`config.mk`:
```
export PLATFORM = sky130hd
export DESIGN_NAME = touch_gesture_to_mouse
export DESIGN_NICKNAME = d
export VERILOG_FILES = /design/src/rtl/tgm_pkg.sv /design/src/rtl/tgm_front.sv /design/src/rtl/tgm_queue.sv /design/src/rtl/tgm_back.sv /design/src/rtl/touch_gesture_to_mouse.sv
export SDC_FILE = /design/constraint.sdc
export NUM_CORES = 2
export LEC_CHECK = 0
export BUFFER_PORTS_ARGS = -buffer_cell sky130_fd_sc_hd__buf_2
export CAP_MARGIN = 20
export CORE_MARGIN = 2
export CORE_UTILIZATION = 65
export CTS_CLUSTER_DIAMETER = 200
export CTS_CLUSTER_SIZE = 16
export DETAILED_ROUTE_END_ITERATION = 6
export PLACE_DENSITY = 0.92
export SLEW_MARGIN = 30
export SYNTH_ARGS = -nofsm -noshare
export SYNTH_HDL_FRONTEND = slang
export SYNTH_HIERARCHICAL = 1
export SYNTH_SLANG_ARGS = --single-unit
export TNS_END_PERCENT = 5
```
`constraint.sdc`:
```
create_clock -name clk_i -period 29.8 [get_ports clk_i]
set_input_delay 2.98 -clock clk_i [delete_from_list [all_inputs] [get_ports clk_i]]
set_output_delay 2.98 -clock clk_i [all_outputs]
set_load 0.02 [all_outputs]
```
`src/rtl/tgm_pkg.sv`:
```
package tgm_pkg;

  typedef enum logic [1:0] {
    OpUpdate  = 2'd0,
    OpRelease = 2'd1,
    OpTick    = 2'd2
  } op_e;

  localparam logic [1:0] RegDeadzone  = 2'd0;
  localparam logic [1:0] RegGain      = 2'd1;
  localparam logic [1:0] RegDoubleTap = 2'd2;

  localparam int unsigned CoordW = 12;
  localparam int unsigned DeltaW = CoordW + 1;
  localparam int unsigned MoveW  = 21;

  localparam logic [15:0] TapMax = 16'hFFFF;

  typedef struct packed {
    logic                     move_valid;
    logic signed [DeltaW-1:0] dx;
    logic signed [DeltaW-1:0] dy;
    logic                     press_left;
    logic                     press_right;
    logic                     release_buttons;
  } cmd_t;

endpackage

```
`src/rtl/tgm_front.sv`:
```
module tgm_front (
  input  logic                clk_i,
  input  logic                rst_ni,
  input  logic                accept_i,
  input  logic [1:0]          operation_i,
  input  logic [15:0]         finger_id_i,
  input  logic [11:0]         finger_x_i,
  input  logic [11:0]         finger_y_i,
  input  logic [3:0]          finger_count_i,
  input  logic [7:0]          deadzone_radius_i,
  input  logic [15:0]         double_tap_ticks_i,
  output logic                cmd_push_o,
  output tgm_pkg::cmd_t       cmd_o
);
  import tgm_pkg::*;

  logic              trk_valid_q, trk_valid_d;
  logic [15:0]       trk_id_q, trk_id_d;
  logic [11:0]       trk_x_q, trk_x_d;
  logic [11:0]       trk_y_q, trk_y_d;
  logic              moved_q, moved_d;
  logic [3:0]        prior_q, prior_d;
  logic [15:0]       tap_q, tap_d;

  logic                     match;
  logic signed [DeltaW-1:0] dx, dy;
  logic [2*DeltaW-1:0]      dx_sq, dy_sq;
  logic [2*DeltaW:0]        dist_sq;
  logic [15:0]              rad_sq;
  logic                     moving;
  logic                     emit;
  cmd_t                     cmd;

  assign match   = trk_valid_q && (trk_id_q == finger_id_i);
  assign dx      = $signed({1'b0, finger_x_i}) - $signed({1'b0, trk_x_q});
  assign dy      = $signed({1'b0, finger_y_i}) - $signed({1'b0, trk_y_q});
  assign dx_sq   = $unsigned((2*DeltaW)'(dx) * (2*DeltaW)'(dx));
  assign dy_sq   = $unsigned((2*DeltaW)'(dy) * (2*DeltaW)'(dy));
  assign dist_sq = {1'b0, dx_sq} + {1'b0, dy_sq};
  assign rad_sq  = 16'(deadzone_radius_i) * 16'(deadzone_radius_i);
  assign moving  = dist_sq > {{(2*DeltaW-15){1'b0}}, rad_sq};

  always_comb begin
    trk_valid_d = trk_valid_q;
    trk_id_d    = trk_id_q;
    trk_x_d     = trk_x_q;
    trk_y_d     = trk_y_q;
    moved_d     = moved_q;
    prior_d     = prior_q;
    tap_d       = tap_q;
    emit        = 1'b0;
    cmd         = '0;
    unique case (operation_i)
      OpUpdate: begin
        prior_d = finger_count_i;
        if (match) begin
          emit           = 1'b1;
          cmd.move_valid = 1'b1;
          if (moving) begin
            cmd.press_left = (tap_q <= double_tap_ticks_i);
            cmd.dx         = dx;
            cmd.dy         = dy;
            trk_x_d        = finger_x_i;
            trk_y_d        = finger_y_i;
            moved_d        = 1'b1;
          end
        end else begin
          trk_valid_d = 1'b1;
          trk_id_d    = finger_id_i;
          trk_x_d     = finger_x_i;
          trk_y_d     = finger_y_i;
        end
      end
      OpRelease: begin
        trk_valid_d = 1'b0;
        unique case (prior_q)
          4'd0: begin
            emit                = 1'b1;
            cmd.release_buttons = 1'b1;
            moved_d             = 1'b0;
          end
          4'd1: begin
            tap_d          = '0;
            emit           = !moved_q;
            cmd.press_left = !moved_q;
            prior_d        = '0;
          end
          4'd2: begin
            emit            = !moved_q;
            cmd.press_right = !moved_q;
            prior_d         = '0;
          end
          default: ;
        endcase
      end
      OpTick: begin
        if (tap_q != TapMax) tap_d = tap_q + 16'd1;
      end
      default: ;
    endcase
  end

  always_ff @(posedge clk_i or negedge rst_ni) begin
    if (!rst_ni) begin
      trk_valid_q <= 1'b0;
      trk_id_q    <= '0;
      trk_x_q     <= '0;
      trk_y_q     <= '0;
      moved_q     <= 1'b0;
      prior_q     <= '0;
      tap_q       <= '0;
    end else if (accept_i) begin
      trk_valid_q <= trk_valid_d;
      trk_id_q    <= trk_id_d;
      trk_x_q     <= trk_x_d;
      trk_y_q     <= trk_y_d;
      moved_q     <= moved_d;
      prior_q     <= prior_d;
      tap_q       <= tap_d;
    end
  end

  assign cmd_push_o = accept_i && emit;
  assign cmd_o      = cmd;

endmodule

```
`src/rtl/tgm_queue.sv`:
```
module tgm_queue #(
  parameter int unsigned Depth = 2
) (
  input  logic          clk_i,
  input  logic          rst_ni,
  input  logic          push_i,
  input  tgm_pkg::cmd_t wdata_i,
  output logic          full_o,
  input  logic          pop_i,
  output logic          empty_o,
  output tgm_pkg::cmd_t rdata_o
);
  import tgm_pkg::*;

  localparam int unsigned PtrW = (Depth > 1) ? $clog2(Depth) : 1;
  localparam int unsigned CntW = $clog2(Depth + 1);

  cmd_t            mem_q [Depth];
  logic [PtrW-1:0] wptr_q, wptr_d;
  logic [PtrW-1:0] rptr_q, rptr_d;
  logic [CntW-1:0] cnt_q, cnt_d;
  logic            do_push, do_pop;

  assign full_o  = (cnt_q == CntW'(Depth));
  assign empty_o = (cnt_q == '0);
  assign do_push = push_i && !full_o;
  assign do_pop  = pop_i && !empty_o;
  assign rdata_o = mem_q[rptr_q];

  always_comb begin
    wptr_d = wptr_q;
    rptr_d = rptr_q;
    cnt_d  = cnt_q;
    if (do_push) wptr_d = (wptr_q == PtrW'(Depth - 1)) ? '0 : wptr_q + 1'b1;
    if (do_pop)  rptr_d = (rptr_q == PtrW'(Depth - 1)) ? '0 : rptr_q + 1'b1;
    if (do_push && !do_pop) cnt_d = cnt_q + 1'b1;
    else if (do_pop && !do_push) cnt_d = cnt_q - 1'b1;
  end

  always_ff @(posedge clk_i or negedge rst_ni) begin
    if (!rst_ni) begin
      wptr_q <= '0;
      rptr_q <= '0;
      cnt_q  <= '0;
    end else begin
      wptr_q <= wptr_d;
      rptr_q <= rptr_d;
      cnt_q  <= cnt_d;
    end
  end

  always_ff @(posedge clk_i) begin
    if (do_push) mem_q[wptr_q] <= wdata_i;
  end

endmodule

```
`src/rtl/tgm_back.sv`:
```
module tgm_back (
  input  logic                clk_i,
  input  logic                rst_ni,
  input  logic                cmd_avail_i,
  input  tgm_pkg::cmd_t       cmd_i,
  output logic                cmd_take_o,
  input  logic [15:0]         move_gain_i,
  output logic                out_empty_o,
  input  logic                out_pop_i,
  output logic                move_valid_o,
  output logic signed [20:0]  move_dx_o,
  output logic signed [20:0]  move_dy_o,
  output logic                press_left_o,
  output logic                press_right_o,
  output logic                release_buttons_o
);
  import tgm_pkg::*;

  localparam int unsigned ProdW = DeltaW + 16;

  logic              out_vld_q;
  logic              take;
  logic [MoveW-1:0]  sx_d, sy_d;
  logic [MoveW-1:0]  sx_q, sy_q;
  cmd_t              cmd_q;

  function automatic logic [MoveW-1:0] scale(input logic signed [DeltaW-1:0] d,
                                             input logic [15:0] gain);
    logic [DeltaW-1:0] mag;
    logic [ProdW-1:0]  prod;
    logic [MoveW-1:0]  p;
    mag  = d[DeltaW-1] ? DeltaW'(-d) : DeltaW'(d);
    prod = mag * gain;
    p    = prod[MoveW+7:8];
    return d[DeltaW-1] ? MoveW'(-p) : p;
  endfunction

  assign take       = cmd_avail_i && (!out_vld_q || out_pop_i);
  assign cmd_take_o = take;
  assign sx_d       = scale(cmd_i.dx, move_gain_i);
  assign sy_d       = scale(cmd_i.dy, move_gain_i);

  always_ff @(posedge clk_i or negedge rst_ni) begin
    if (!rst_ni) begin
      out_vld_q <= 1'b0;
    end else if (take) begin
      out_vld_q <= 1'b1;
    end else if (out_pop_i) begin
      out_vld_q <= 1'b0;
    end
  end

  always_ff @(posedge clk_i) begin
    if (take) begin
      cmd_q <= cmd_i;
      sx_q  <= sx_d;
      sy_q  <= sy_d;
    end
  end

  assign out_empty_o       = !out_vld_q;
  assign move_valid_o      = cmd_q.move_valid;
  assign move_dx_o         = $signed(sx_q);
  assign move_dy_o         = $signed(sy_q);
  assign press_left_o      = cmd_q.press_left;
  assign press_right_o     = cmd_q.press_right;
  assign release_buttons_o = cmd_q.release_buttons;

endmodule

```
`src/rtl/touch_gesture_to_mouse.sv`:
```
// channel   direction  handshake            word
// events    in         push / full          operation, finger_id, finger_x, finger_y, finger_count
// actions   out        empty / pop          move_valid, move_dx, move_dy, press_left/right, release
// config    in         cfg_we (no wait)     cfg_idx selects register, cfg_wdata
//
// one event is accepted per cycle while full is low; the front updates gesture state in the
// cycle it accepts, so an event's effect is seen by the next event at once
// an action word reaches the outputs through the command queue and then the output
// register, which holds the result of the gain multiply
// full follows the command queue, which fills only while pop is held low
// reset clears gesture state and loads deadzone 10, gain 1.0, drag window 200 ticks
module touch_gesture_to_mouse #(
  parameter int unsigned QueueDepth = 2
) (
  input  logic               clk_i,
  input  logic               rst_ni,
  input  logic               push,
  output logic               full,
  input  logic [1:0]         operation_i,
  input  logic [15:0]        finger_id_i,
  input  logic [11:0]        finger_x_i,
  input  logic [11:0]        finger_y_i,
  input  logic [3:0]         finger_count_i,
  output logic               empty,
  input  logic               pop,
  output logic               move_valid_o,
  output logic signed [20:0] move_dx_o,
  output logic signed [20:0] move_dy_o,
  output logic               press_left_o,
  output logic               press_right_o,
  output logic               release_buttons_o,
  input  logic               cfg_we_i,
  input  logic [1:0]         cfg_idx_i,
  input  logic [15:0]        cfg_wdata_i
);
  import tgm_pkg::*;

  logic [7:0]  radius_q;
  logic [15:0] gain_q;
  logic [15:0] dtap_q;

  logic  accept;
  logic  cmd_push;
  cmd_t  cmd_w;
  cmd_t  cmd_r;
  logic  q_empty;
  logic  q_take;

  always_ff @(posedge clk_i or negedge rst_ni) begin
    if (!rst_ni) begin
      radius_q <= 8'd10;
      gain_q   <= 16'd256;
      dtap_q   <= 16'd200;
    end else if (cfg_we_i) begin
      unique case (cfg_idx_i)
        RegDeadzone:  radius_q <= cfg_wdata_i[7:0];
        RegGain:      gain_q   <= cfg_wdata_i;
        RegDoubleTap: dtap_q   <= cfg_wdata_i;
        default: ;
      endcase
    end
  end

  assign accept = push && !full;

  tgm_front u_front (
    .clk_i              (clk_i),
    .rst_ni             (rst_ni),
    .accept_i           (accept),
    .operation_i        (operation_i),
    .finger_id_i        (finger_id_i),
    .finger_x_i         (finger_x_i),
    .finger_y_i         (finger_y_i),
    .finger_count_i     (finger_count_i),
    .deadzone_radius_i  (radius_q),
    .double_tap_ticks_i (dtap_q),
    .cmd_push_o         (cmd_push),
    .cmd_o              (cmd_w)
  );

  tgm_queue #(
    .Depth (QueueDepth)
  ) u_queue (
    .clk_i   (clk_i),
    .rst_ni  (rst_ni),
    .push_i  (cmd_push),
    .wdata_i (cmd_w),
    .full_o  (full),
    .pop_i   (q_take),
    .empty_o (q_empty),
    .rdata_o (cmd_r)
  );

  tgm_back u_back (
    .clk_i             (clk_i),
    .rst_ni            (rst_ni),
    .cmd_avail_i       (!q_empty),
    .cmd_i             (cmd_r),
    .cmd_take_o        (q_take),
    .move_gain_i       (gain_q),
    .out_empty_o       (empty),
    .out_pop_i         (pop),
    .move_valid_o      (move_valid_o),
    .move_dx_o         (move_dx_o),
    .move_dy_o         (move_dy_o),
    .press_left_o      (press_left_o),
    .press_right_o     (press_right_o),
    .release_buttons_o (release_buttons_o)
  );

  // at most one of move, right press and release per word
  a_one_kind: assert property (@(posedge clk_i) disable iff (!rst_ni)
    !empty |-> $onehot0({move_valid_o, press_right_o, release_buttons_o}))
    else $error("action word carries more than one kind");

  // left press only alone or with a move
  a_left_alone: assert property (@(posedge clk_i) disable iff (!rst_ni)
    (!empty && press_left_o) |-> (!press_right_o && !release_buttons_o))
    else $error("left press mixed with another button action");

  // a queued command reaches an empty output register next cycle
  a_drain: assert property (@(posedge clk_i) disable iff (!rst_ni)
    (!q_empty && empty) |=> !empty)
    else $error("queued command not moved to output");

endmodule
```
[Word level (Yosys, flattened, before mapping)]
Memories as Yosys holds them, arrays and structs flattened.
Index checks and enable logic that the tools add are counted.
Storage, ports and cells
  register bits: 153
  bits in writable memories: 60
  input port bits: 69
  output and inout port bits: 48
  word-level logic and storage cells: 129
  memories kept: 1
Operators by class
  $add $sub $neg: 12
  multiply operators: 5
  $lt $le $gt $ge: 2
  eq/ne operators: 17
  multiplexer cells: 38
  bitwise operators: 1
  reduce and logical (&&, ||, !) cells: 33
Memory list
  u_queue.mem_q: depth 2, bits a word 30, read ports 1, clocked after Yosys merged registers in 0, wr ports 1, RTL line tgm_queue.sv:18  | cmd_t mem_q [Depth];
Operators with widths (number)
  $mul A13 B16 Y29: 2
  $mux W27: 2
  $mul A13 B13 Y26: 2
  $mux W12: 4
  $mux W21: 2
  $neg A21 Y21: 2
  $mux W16: 2
  $pmux W16 S2: 1
  $mux W28: 1
  $add A26 B26 Y27: 1
  $gt A27 B16 Y1: 1
  $mux W13: 2
  $neg A13 Y13: 2
  $sub A12 B12 Y13: 2
  $add A16 B1 Y16 const B: 1
  $eq A16 B16 Y1: 1
  $le A16 B16 Y1: 1
  $mul A8 B8 Y16: 1
  $ne A16 B16 Y1 const B: 1
  $mux W1: 14
  $reduce_and A3 Y1: 4
  $ne A2 B2 Y1 const B: 5
  $pmux W1 S2: 5
  $logic_and A1 B1 Y1: 8
  21 further kinds: 41

[Longest topological paths before layout]
  depth after elaboration: 10
  gate-level depth with buffers: 48
  mapped depth without buffers: 45

[Cells and area by module]
The synthesis kept the hierarchy.
Modules (own cells, without submodules)
  tgm_front: times used 1, cells each 2162, area each 18984.5 µm², sequential area each 1551.5 µm²
  tgm_back: times used 1, cells each 1919, area each 16583.4 µm², sequential area each 1406.3 µm²
  tgm_queue: times used 1, cells each 112, area each 2481.1 µm², sequential area each 1901.8 µm²
  touch_gesture_to_mouse: times used 1, cells each 87, area each 1542.7 µm², sequential area each 1008.5 µm²

[Worst setup path before layout]
No wires, ideal clock.
  kind: in2reg
  from: in finger_x_i[0]
  to: mem u_queue/mem_q[0][10] (netlist bit), data pin
  setup time: 280 ps
  data arrival time: 12717 ps
  data required time: 29520 ps
  setup slack: 16804 ps
  cell stages on the path: 39
  path buffers: 2
  path through: inv_1 > ha_1 > fa_1 > nor2b_1 > o21ai_0 > a21boi_0 > o21ai_0 > a211oi_1 > nor3_1 > xnor2_1 > clkinv_1 > nor2_1 > ha_1 > xor2_1 > fa_1 > inv_1 > fa_1 > fa_1 > [... 3 more ...] > inv_1 > ha_1 > a21o_1 > o2111a_1 > o41ai_1 > o311ai_0 > ha_1 > clkbuf_1 > nand3_1 > or2_2 > a21o_1 > a2111oi_0 > nor3_1 > xor2_1 > nand4_1 > o21ai_1 > clkbuf_1 > nor2_1
RTL lines
  start, declared: RTL line touch_gesture_to_mouse.sv:21  | input logic [11:0] finger_x_i,
  end, declared: RTL line tgm_queue.sv:18

[Final worst setup path]
  from: in finger_x_i[0]
  to: reg u_front.trk_y_q[0]
On the way
  longest elaborated chain between the ends: 6
Ends and longest elaborated chain
  $sub A12 B12 Y13: RTL line tgm_front.sv:35  | assign dx = $signed({1'b0, finger_x_i}) - $signed({1'b0, trk_x_q});
  $mul A13 B13 Y26: RTL line tgm_front.sv:37  | assign dx_sq = $unsigned((2*DeltaW)'(dx) * (2*DeltaW)'(dx));
  $add A26 B26 Y27: RTL line tgm_front.sv:39  | assign dist_sq = {1'b0, dx_sq} + {1'b0, dy_sq};
  $gt A27 B16 Y1: RTL line tgm_front.sv:41  | assign moving = dist_sq > {{(2*DeltaW-15){1'b0}}, rad_sq};
  $ne A2 B2 Y1 (no line)
  $reduce_and A3 Y1 (no line)
  end signal, assigned: RTL line tgm_front.sv:116  | trk_y_q <= trk_y_d;
  end, declared: RTL line tgm_front.sv:20  | logic [11:0] trk_y_q, trk_y_d;
Every way passes these cells.
A chain may end at the register's enable or synchronous reset.

==> impl_metrics.tcl <==
set metrics [dict create \
    finalWeightedCongestion 0.952 \
    core_area_um2 60200 \
    ctsHoldBuffers 0 \
    io_buffers 116 \
    ys_dominant_reg_cell "sky130_fd_sc_hd__edfxtp_1" \
    drc_errors 0 \
    synth-seq-area-share 0.148 \
    run_status "complete, no violations" \
    drt_first_pass_iters 6 \
    synthDistinctLibCells 97 \
    post-route-min-period_ns 14.38 \
    htree_levels 1 \
    finalSetupViolations 0 \
    timing.critical_path.arrival_ns 14.78 \
    route.vias.total 30800 \
    post_synth.cell_area_avg_um2 9.25 \
    grt_max_degree 65 \
    cp.required_ns 30.20 \
    drv_slew 0 \
    syn-instance-count 4280 \
    die_x_um 251 \
    clkTransAtPathRegs_ns 0.07 \
    finalWirelength_um 96800 \
    clk_root_buffer_cell "sky130_fd_sc_hd__clkbuf_16" \
    floorplan.die.height_um 251 \
    postCtsResizedCells 0 \
    tns_ns 0 \
    hold_viol_final 0 \
    vias_per_cell 6.02 \
    cp-start-kind "primary input" \
    ioPinCount 117 \
    timing.critical_path.slowest_stage_cell "sky130_fd_sc_hd__o31a_2" \
    ys_seq_elements 213 \
    timing.setup.critical_path_class "primary input to flop" \
    synth_top_cell_by_area "sky130_fd_sc_hd__fa_1" \
    post_cts_buffers 0 \
    cts_buf_count 17 \
    drt.antenna.violating_nets 0 \
    grt.total_usage 0.316 \
    route.detailed.wl_per_inst_um 18.9 \
    synth_warn 6 \
    crit_path_max_fanout 24 \
    drt-initial-drc-count 2418 \
    cts_tree "built" \
    async_flop_share 0.502 \
    layout_worst_path_cycle_share 0.483 \
    wire_length_of_the_first_global_routing_pass_um 161000 \
    place.detailed.hpwl_um 74900 \
    placement.cell_area_um2 41000 \
    synth_area_um2 39600 \
    cts_num_sinks 213 \
    cts_buffer_depth 3 \
    nets 5410 \
    top_achievable_clock_speed_mhz 69.5 \
    worst_slew_pin_slew_ns 1.03 \
    synth-edff-count 106 \
    first_global_vias 33700 \
    worst_skew_late_latency_ns 0.56 \
    grt_setup_unrepaired "no" \
    slew_headroom 0.315 \
    worst_clock_skew_ns 0.0458 \
    cell_area_after_layout_um2 41500 \
    worstHoldPathType "flop to flop" \
    cpPeakStageDelay_ns 0.84 \
    row_count 90 \
    initial_antenna_violation_count 2 \
    layout.core_utilization 0.688 \
    die_area_um2 62900 \
    synth_top_area_share 0.309 \
    setup.worst_path.end_class "flop" \
    filler_cell_count 4131 \
    max_cap_viol_count 0 \
    layout_cell_share_with_drive_strength_beyond_1 0.0811 \
    synth.top_cells.by_area "sky130_fd_sc_hd__fa_1, sky130_fd_sc_hd__ha_1, sky130_fd_sc_hd__inv_1" \
    initial_utilization 0.657 \
    gr-total-overflow 0 \
    area_growth_pct 4.73 \
]
layout make-up:
type                            instances  area [um^2]  share of cell area
Sequential cell                       213         5880               0.142
Tap cell                              782          978              0.0236
Timing Repair Buffer                  157          891              0.0215
Inverter                              892         3350              0.0807
Clock inverter                          2         20.0            0.000483
Antenna cell                            2         5.00            0.000121
Clock buffer                           28          467              0.0113
Multi-Input combinational cell       3046        29900               0.720
cells in the mapped netlist (33+ instances only):
cell                       instances
sky130_fd_sc_hd__nand2b_1         33
sky130_fd_sc_hd__xor2_1           76
sky130_fd_sc_hd__mux2_4           47
sky130_fd_sc_hd__clkbuf_1        113
sky130_fd_sc_hd__nor3_1           37
sky130_fd_sc_hd__nand2_1         493
sky130_fd_sc_hd__nor2_1          222
sky130_fd_sc_hd__fa_1            612
sky130_fd_sc_hd__a21o_1           61
sky130_fd_sc_hd__and2_1          183
sky130_fd_sc_hd__o21ai_0         105
sky130_fd_sc_hd__edfxtp_1        106
sky130_fd_sc_hd__nand4_1          33
sky130_fd_sc_hd__a21oi_1         121
sky130_fd_sc_hd__mux2_2           60
sky130_fd_sc_hd__xnor2_1         156
sky130_fd_sc_hd__ha_1            402
sky130_fd_sc_hd__nand3_1          52
sky130_fd_sc_hd__dfrtp_1         101
sky130_fd_sc_hd__inv_1           879
logic make-up after synthesis:
family,Yosys count,synth area share
AND/OR/NAND/NOR,1196,0.146
buffers and inverters,1022,0.0985
adder cells (fa/ha/maj),1015,0.437
AO/OA/AOI/OAI,480,0.0797
XOR/XNOR,232,0.0513
flip-flops,213,0.148
multiplexers,121,0.0389
other,1,0.0000947
state kept, by name, indices dropped and copies added (netlist names), 2 cells and up:
register,count
radius_q,8
u_front/tap_q,16
u_front/trk_id_q,16
gain_q,16
dtap_q,16
u_queue/mem_q,60
u_back/move_dx_o,21
u_queue/cnt_q,2
u_front/prior_q,4
u_front/trk_x_q,12
u_front/trk_y_q,12
u_back/move_dy_o,21
worst max-delay path, delay by kind of cell:
| family | cells | cell delay, ns |
|---|---|---|
| XOR/XNOR | 2 | 0.89 |
| AO/OA/AOI/OAI | 13 | 3.96 |
| buffers and inverters | 7 | 0.75 |
| multiplexers | 1 | 0.38 |
| AND/OR/NAND/NOR | 7 | 1.46 |
| adder cells (fa/ha/maj) | 10 | 4.30 |
final timing paths:
path	from	endpoint	slack, ns	depth (start not counted)
worst max-delay path	finger_x_i[0]	u_front/trk_y_q[0]$_DFFE_PN0P_	15.42	40
worst min register to register	u_front/trk_y_q[3]$_DFFE_PN0P_	u_front/trk_y_q[3]$_DFFE_PN0P_	0.49	1
max in group asynchronous	rst_ni	u_queue/rptr_q$_DFFE_PN0P_	26.00	2
worst min-delay path	u_front/trk_y_q[3]$_DFFE_PN0P_	u_front/trk_y_q[3]$_DFFE_PN0P_	0.49	1
worst max register to register	u_front/trk_x_q[0]$_DFFE_PN0P_	u_front/trk_y_q[0]$_DFFE_PN0P_	17.60	38
min in group asynchronous	rst_ni	gain_q[9]$_DFFE_PN0P_	2.44	1
cell usage in the layout (no fill, tap or decap), types with 75 or more instances in the layout:
| cell | n |
|---|---|
| sky130_fd_sc_hd__nor2_1 | 221 |
| sky130_fd_sc_hd__and2_1 | 182 |
| sky130_fd_sc_hd__xnor2_1 | 155 |
| sky130_fd_sc_hd__ha_1 | 402 |
| sky130_fd_sc_hd__nand2_1 | 493 |
| sky130_fd_sc_hd__inv_1 | 879 |
| sky130_fd_sc_hd__a21oi_1 | 121 |
| sky130_fd_sc_hd__fa_1 | 612 |
| sky130_fd_sc_hd__edfxtp_1 | 106 |
| sky130_fd_sc_hd__dfrtp_1 | 93 |
| sky130_fd_sc_hd__xor2_1 | 75 |
| sky130_fd_sc_hd__o21ai_0 | 103 |
| sky130_fd_sc_hd__buf_2 | 115 |
per-layer routing:
metal,track usage,vias up,wire length [um]
li1,-,13600,-
met1,0.356,15100,34100
met2,0.557,1614,49300
met3,0.0573,540,7280
met4,0.198,2,6170
met5,0,-,10
per-stage QoR:
| step | hold slack (ns) | cells | setup WS (ns) |
|---|---|---|---|
| after global placement | 0.468 | 5090 | 15.64 |
| after detailed placement | 0.476 | 5090 | 15.10 |
| after CTS | 0.494 | 5120 | 15.57 |
| after global routing | 0.524 | 5121 | 14.58 |
| after floorplan | 0.458 | 4281 | 16.80 |
| final | 0.486 | 5122 | 15.42 |
Power is not shown: default switching activity piles up to over one toggle a cycle in this logic, so the estimate is an artifact.
